$ cat src/rtl/lbvs_pkg.sv
package lbvs_pkg;

	typedef enum logic [1:0] {
		REQ_SKIN   = 2'd0,
		REQ_MATRIX = 2'd1,
		REQ_REMAP  = 2'd2,
		REQ_NONE   = 2'd3
	} req_e;

	// weighted lane sum and cross-lane accumulator widths
	localparam int unsigned WSUM_W = 59;
	localparam int unsigned ACC_W  = 61;

	// matrix word write, issued when a load leaves stage 1
	typedef struct packed {
		logic        en;
		logic [3:0]  pos;
		logic [31:0] data;
	} lbvs_mwr_t;

	// remap entry write, issued on the transfer of a load
	typedef struct packed {
		logic       en;
		logic [7:0] addr;
		logic [7:0] data;
	} lbvs_rwr_t;

endpackage

$ cat src/rtl/lbvs_div255.sv
module lbvs_div255
	import lbvs_pkg::*;
(
	input  logic                    clk,
	input  logic                    adv,
	input  logic signed [ACC_W-1:0] acc,
	output logic signed [31:0]      res_s10
);

	localparam logic [ACC_W-1:0] SAT_LIM = ACC_W'(64'd547608330240);

	logic [ACC_W-1:0] t;
	logic             neg_s7, sat_s7, neg_s8, sat_s8, neg_s9, sat_s9;
	logic [39:0]      t_s7, t_s8, q0_s8, q_s9;
	logic [47:0]      ser;
	logic [39:0]      rem;

	// magnitude plus half of 255, in one add
	assign t = acc[ACC_W-1] ? (~acc + ACC_W'(128)) : (acc + ACC_W'(127));

	// t/255 as a series in 1/256; comes out low by at most one
	assign ser = 48'(t_s7) + 48'(t_s7 >> 8) + 48'(t_s7 >> 16) + 48'(t_s7 >> 24)
		+ 48'(t_s7 >> 32);

	assign rem = t_s8 - (q0_s8 << 8) + q0_s8;

	always_ff @(posedge clk) begin
		if (adv) begin
			neg_s7 <= acc[ACC_W-1];
			sat_s7 <= (t >= SAT_LIM);
			t_s7   <= t[39:0];
			neg_s8 <= neg_s7;
			sat_s8 <= sat_s7;
			t_s8   <= t_s7;
			q0_s8  <= 40'(ser >> 8);
			neg_s9 <= neg_s8;
			sat_s9 <= sat_s8;
			q_s9   <= q0_s8 + 40'(rem >= 40'd255);
			if (sat_s9) begin
				res_s10 <= neg_s9 ? 32'sh80000000 : 32'sh7FFFFFFF;
			end else begin
				res_s10 <= neg_s9 ? -$signed(q_s9[31:0]) : $signed(q_s9[31:0]);
			end
		end
	end

endmodule

$ cat config.mk
export PLATFORM = sky130hd
export DESIGN_NAME = lbvs_div255
export DESIGN_NICKNAME = d
export VERILOG_FILES = /design/src/rtl/lbvs_pkg.sv /design/src/rtl/lbvs_div255.sv
export SDC_FILE = /design/constraint.sdc
export NUM_CORES = 1
export LEC_CHECK = 0
export BUFFER_PORTS_ARGS = -buffer_cell sky130_fd_sc_hd__buf_2
export CAP_MARGIN = 25
export CORE_MARGIN = 10
export CORE_UTILIZATION = 63
export DETAILED_ROUTE_END_ITERATION = 12
export PLACE_DENSITY = 0.82
export SETUP_SLACK_MARGIN = 0.1
export SLEW_MARGIN = 20
export SYNTH_ARGS = -nofsm -noshare
export SYNTH_HDL_FRONTEND = slang
export SYNTH_SLANG_ARGS = --single-unit
export TNS_END_PERCENT = 100
$ cat constraint.sdc
create_clock -name clk -period 6.2 [get_ports clk]
set_clock_uncertainty 0.05 [all_clocks]
set_input_delay 0.31 -clock clk [delete_from_list [all_inputs] [get_ports clk]]
set_output_delay 0.31 -clock clk [all_outputs]
set_load 0.02 [all_outputs]
* Word-level counts from Yosys, hierarchy flattened *
Index checks and enable logic that the tools add are counted.
W data, S select, Z words.

storage, ports and cells
  word-level logic and storage cells = 28
  latch bits = 0
  bits in read-only memories = 0
  output and inout port bits = 32
  RAM bits = 0
  register bits = 186
  memories = 0
  input bits = 63

operators by class
  add/subtract/negate cells = 10
  eq/ne operators = 0
  multipliers = 0
  shifts and indexed selects = 0
  bitwise gates (word level) = 1
  divide/modulo/power cells = 0
  reduce and logical (&&, ||, !) cells = 0
  magnitude comparators = 2
  muxes and demuxes = 4

operator list
  cell                     count
  $mux W32                 3
  $add A61 B8 Y61 const B  1
  $add A61 B9 Y61 const B  1
  $ge A61 B39 Y1 const B   1
  $mux W61                 1
  $not A61 Y61             1
  $add A43 B8 Y44          1
  $add A42 B16 Y43         1
  $add A41 B24 Y42         1
  $add A40 B32 Y41         1
  $add A40 B36 Y40         1
  $ge A40 B8 Y1 const B    1
  $sub A40 B40 Y40         1
  $add A32 B1 Y32          1
  $neg A32 Y32             1

* Depth between registers and ports, before layout *
  depth after elaboration = 4
  mapped depth = 23
  mapped depth without buffers = 21

* Worst setup path after synthesis *
No wires, ideal clock.

  path kind = register to register
  start = reg q0_s8[10]
  end = reg q_s9[31] (data pin)
  setup time = 0.259 ns
  stages on the path, launching flop included = 23
  data arrival time = 4.830 ns
  clock period less this slack = 5.139 ns
  data required time = 5.891 ns
  path slack = 1.061 ns
  path buffers = 2
  cell sequence = edfxtp_1 -> inv_1 -> fa_1 -> inv_1 -> ha_1 -> clkbuf_1 -> nand4_1 -> a211o_1 -> a21oi_1 -> o31ai_4 -> xnor2_1 -> or4_1 -> or4_1 -> nor3_1 -> nand4_1 -> ha_1 -> and3_1 -> and2_1 -> clkbuf_1 -> nand3_1 -> nor2_1 -> nand4_1 -> xnor2_1

on the way
  longest elaborated chain between the ends = 4

ends and longest elaborated chain
  what                    line               source
  start, declared         lbvs_div255.sv:14  logic [39:0] t_s7, t_s8, q0_s8, q_s9;
  start signal, assigned  lbvs_div255.sv:35  q0_s8 <= 40'(ser >> 8);
  $sub A40 B40 Y40        lbvs_div255.sv:25  assign rem = t_s8 - (q0_s8 << 8) + q0_s8;
  $add A40 B36 Y40        lbvs_div255.sv:25
  $ge A40 B8 Y1           lbvs_div255.sv:38  q_s9 <= q0_s8 + 40'(rem >= 40'd255);
  $add A32 B1 Y32 (*)     lbvs_div255.sv:38
  end signal, assigned    lbvs_div255.sv:38
  end, declared           lbvs_div255.sv:14

Mark *: on every way between the ends. The rest lies on a longest branch, timed or not.
A chain may end at the register's enable or synchronous reset.

* Worst setup path after layout *
  start = reg q0_s8[1]
  end = reg q_s9[31] (data pin)

The elaborated chain is that of the path after synthesis.

==> results.py <==
metrics = {
    "critical_path": {
        "cp-start-kind": "register",
        "path_class": "register to register",
        "max_stage_delay_ns": 0.56,
        "slowest_stage": "fa_1",
        "endpoint_kind": "register",
        "worstPathRequired_ns": 6.34,
        "cpMostUsedCell": "nand4_1",
        "cp_max_fo": 8,
        "crit_chain": "fa_1 -> inv_1 -> ha_1 -> a21oi_1 -> and2_1 -> nand4_1 -> a2111oi_0 -> buf_4 -> nor3_1 -> o31ai_2 -> o2111ai_1 -> o41ai_1 -> nor2_1 -> nand4_1 -> ha_1 -> and3_1 -> and2_1 -> nand3_1 -> nor2_1 -> nand4_1 -> xnor2_1",
        "cp.arrival_ns": 5.90,
    },
    "die": {
        "die_y_um": 179.0,
        "die_w_um": 179.0,
        "core_mm2": 0.02504,
        "design.die.area_mm2": 0.03205,
        "start_util": 0.6363,
        "ioPinCount": 95,
        "fp-row-count": 58,
    },
    "timing": {
        "fin_crit_sh": 0.9285,
        "rsz0062_at_grt": "no",
        "tightest_slew_ns": 0.9900,
        "postLayoutSetupSlackWorst_ns": 0.4431,
        "period_needed_ns": 5.757,
        "slew_headroom": 0.3400,
        "setup_tns_ns": 0,
        "fmax_mhz": 173.7,
        "slew_violations": 0,
        "hold_violations": 0,
        "final-setup-viol-count": 0,
    },
    "synthesis": {
        "synth_seq_cells": 183,
        "yosysWarningCount": 0,
        "synth_cells": 1640,
        "ys_top_cells_by_area": "edfxtp_1, ha_1, fa_1",
        "ys.flop_type": "edfxtp_1",
        "synth_fp_nets": 1918,
        "ys_seq_area_frac": 0.3449,
        "syn_avg_cell_area_um2": 9.714,
        "synth_edf_count": 183,
        "yosysMostFrequentCell": "edfxtp_1",
        "synth.largest_area_cell": "edfxtp_1",
        "async_flop_share": 0,
        "synthTopCellsByCount": "edfxtp_1, inv_1, ha_1, nor2_1, a21oi_1",
        "synth.distinct_cells": 82,
        "syn_area_mm2": 0.01593,
        "yosysTopAreaCellShare": 0.3449,
    },
    "placed_design": {
        "io_buffers": 94,
        "pre_cts_ws_ns": 0.4586,
        "gp_congestion": 0.9928,
        "dp_hpwl_mm": 31.57,
        "dp.cells": 2027,
    },
    "min_path": {
        "hp-class": "input port to register",
    },
    "drt": {
        "dr.pass1.iters": 5,
        "drt_iter0_markers": 1264,
        "drc": 0,
        "drt-wirelength-per-cell_um": 19.50,
        "antenna_left": 0,
        "via_count": 12840,
        "wirelength_mm": 40.14,
        "vias_per_cell": 6.237,
    },
    "layout": {
        "num_antenna_cells": 0,
        "syn2layout_area_growth_pct": 8.623,
        "final_util": 0.6912,
        "fin_cells": 2058,
        "nets": 1994,
        "drive_gt1_frac": 0.09491,
    },
    "clock_network": {
        "clk_pin_slew_ns": 0.08,
        "clock_sinks": 183,
        "cts_buffers": 17,
        "post-cts-setup-buffers": 0,
        "cts_root_buf": "clkbuf_16",
        "h-tree-depth": 4,
        "cts_buffer_depth": 2,
        "insertion_delay_ns": 0.44,
        "cts_tree": "yes",
    },
    "status": {
        "status": "completed",
    },
    "grt": {
        "grt_pass1_vias": 12560,
        "grtUsageTotal": 0.2546,
        "antenna_found_initial": 0,
        "grt_pass1_wl_mm": 65.18,
        "grt-ovfl-total": 0,
        "grt_max_degree": 127,
    },
    "power": {
        "power_density_mw_per_mm2": 511.8,
        "p_leak_nw": 7.197,
        "total_power_mw": 8.857,
        "vdd_drop_max_mv": 0.3754,
    },
    "job": {
        "maxCapViolCount": 0,
    },
}
[worst max-delay path, delay by kind of cell, from the launching register on]
kind | cells | cell delay [ns]
fa+ha+maj | 3 | 1.14
compound gates | 5 | 1.47
simple gates | 10 | 1.93
flops | 1 | 0.53
xor+xnor | 1 | 0.14
buf+inv | 2 | 0.25
[through the flow]
step	hold WS (ns)	instance area [um^2]
3_3_place_gp	0.3524	16680
4_1_cts	0.1301	17300
3_5_place_dp	0.3545	16680
2_1_floorplan	0.3503	15930
6_report	0.1392	17310
5_1_grt	0.1392	17310
[area by class of cell]
cell class              count  area [um^2]
inverters                 173        649.4
flip-flops and latches    183         5495
fillers                  1936         7731
multi-input cells        1239         9592
clock inverters            13        187.7
well taps                 330        412.9
clock buffers              18        429.2
repair buffers            102        539.3
[what timing repair did]
item,in CTS,in global routing
endpoints found under the setup margin,0,4
hold buffers,0,0
gates resized for setup,0,1
[per-layer routing]
metal	part of all wire	up-vias	GRT usage
met5	0	-	0
met4	0.042	0	0.1120
met3	0.069	110	0.04149
met2	0.46	575	0.4082
met1	0.43	6068	0.3349
li1	-	6083	-
[power by group]
part / switching, mW / total (mW) / internal [mW]
clock: 0.495 / 1.14 / 0.647
combinational: 3.43 / 5.65 / 2.22
sequential: 0.305 / 2.06 / 1.76
[registers in the layout, indices dropped and copies added, names as in the netlist, 32 cells and up]
name	count
t_s8	40
q_s9	32
t_s7	40
q0_s8	33
res_s10	32
[final timing paths]
check / from / endpoint / slack, ns / cells after the start
min reg2reg: neg_s7 / neg_s8 / 0.37 / 0
min: acc[0] / t_s7[0] / 0.14 / 2
max: q0_s8[1] / q_s9[31] / 0.44 / 21
max reg2reg: q0_s8[1] / q_s9[31] / 0.44 / 21
[kinds of logic (layout without fill, tap and decap cells)]
group	Yosys count	count (layout)	synth area share
buffers and inverters	218	306	0.05333
AND/OR/NAND/NOR	508	508	0.1688
AO/OA/AOI/OAI	358	358	0.1425
XOR/XNOR	142	142	0.07807
flip-flops	183	183	0.3449
adder cells (fa/ha/maj)	215	215	0.2023
multiplexers	16	16	0.01005
[cell usage in the layout, fill, tap and decap left out, types with 11 or more instances in the layout]
cell type and count:
a21o_1 31, a21oi_1 131, a31oi_1 13, and3_1 21, buf_2 93, clkbuf_16 17, edfxtp_1 183, fa_1 71
ha_1 144, inv_1 173, mux2i_1 16, nand2_1 83, nand2b_1 11, nand3_1 47, nand4_1 40, nor2_1 135
nor2b_1 16, nor3_1 48, nor3b_1 11, nor4_1 16, o21a_1 17, o21ai_0 59, o22ai_1 20, or3_1 15
or4_1 15, xnor2_1 90, xor2_1 52
Note: power is estimated with default switching activity, not from simulation.
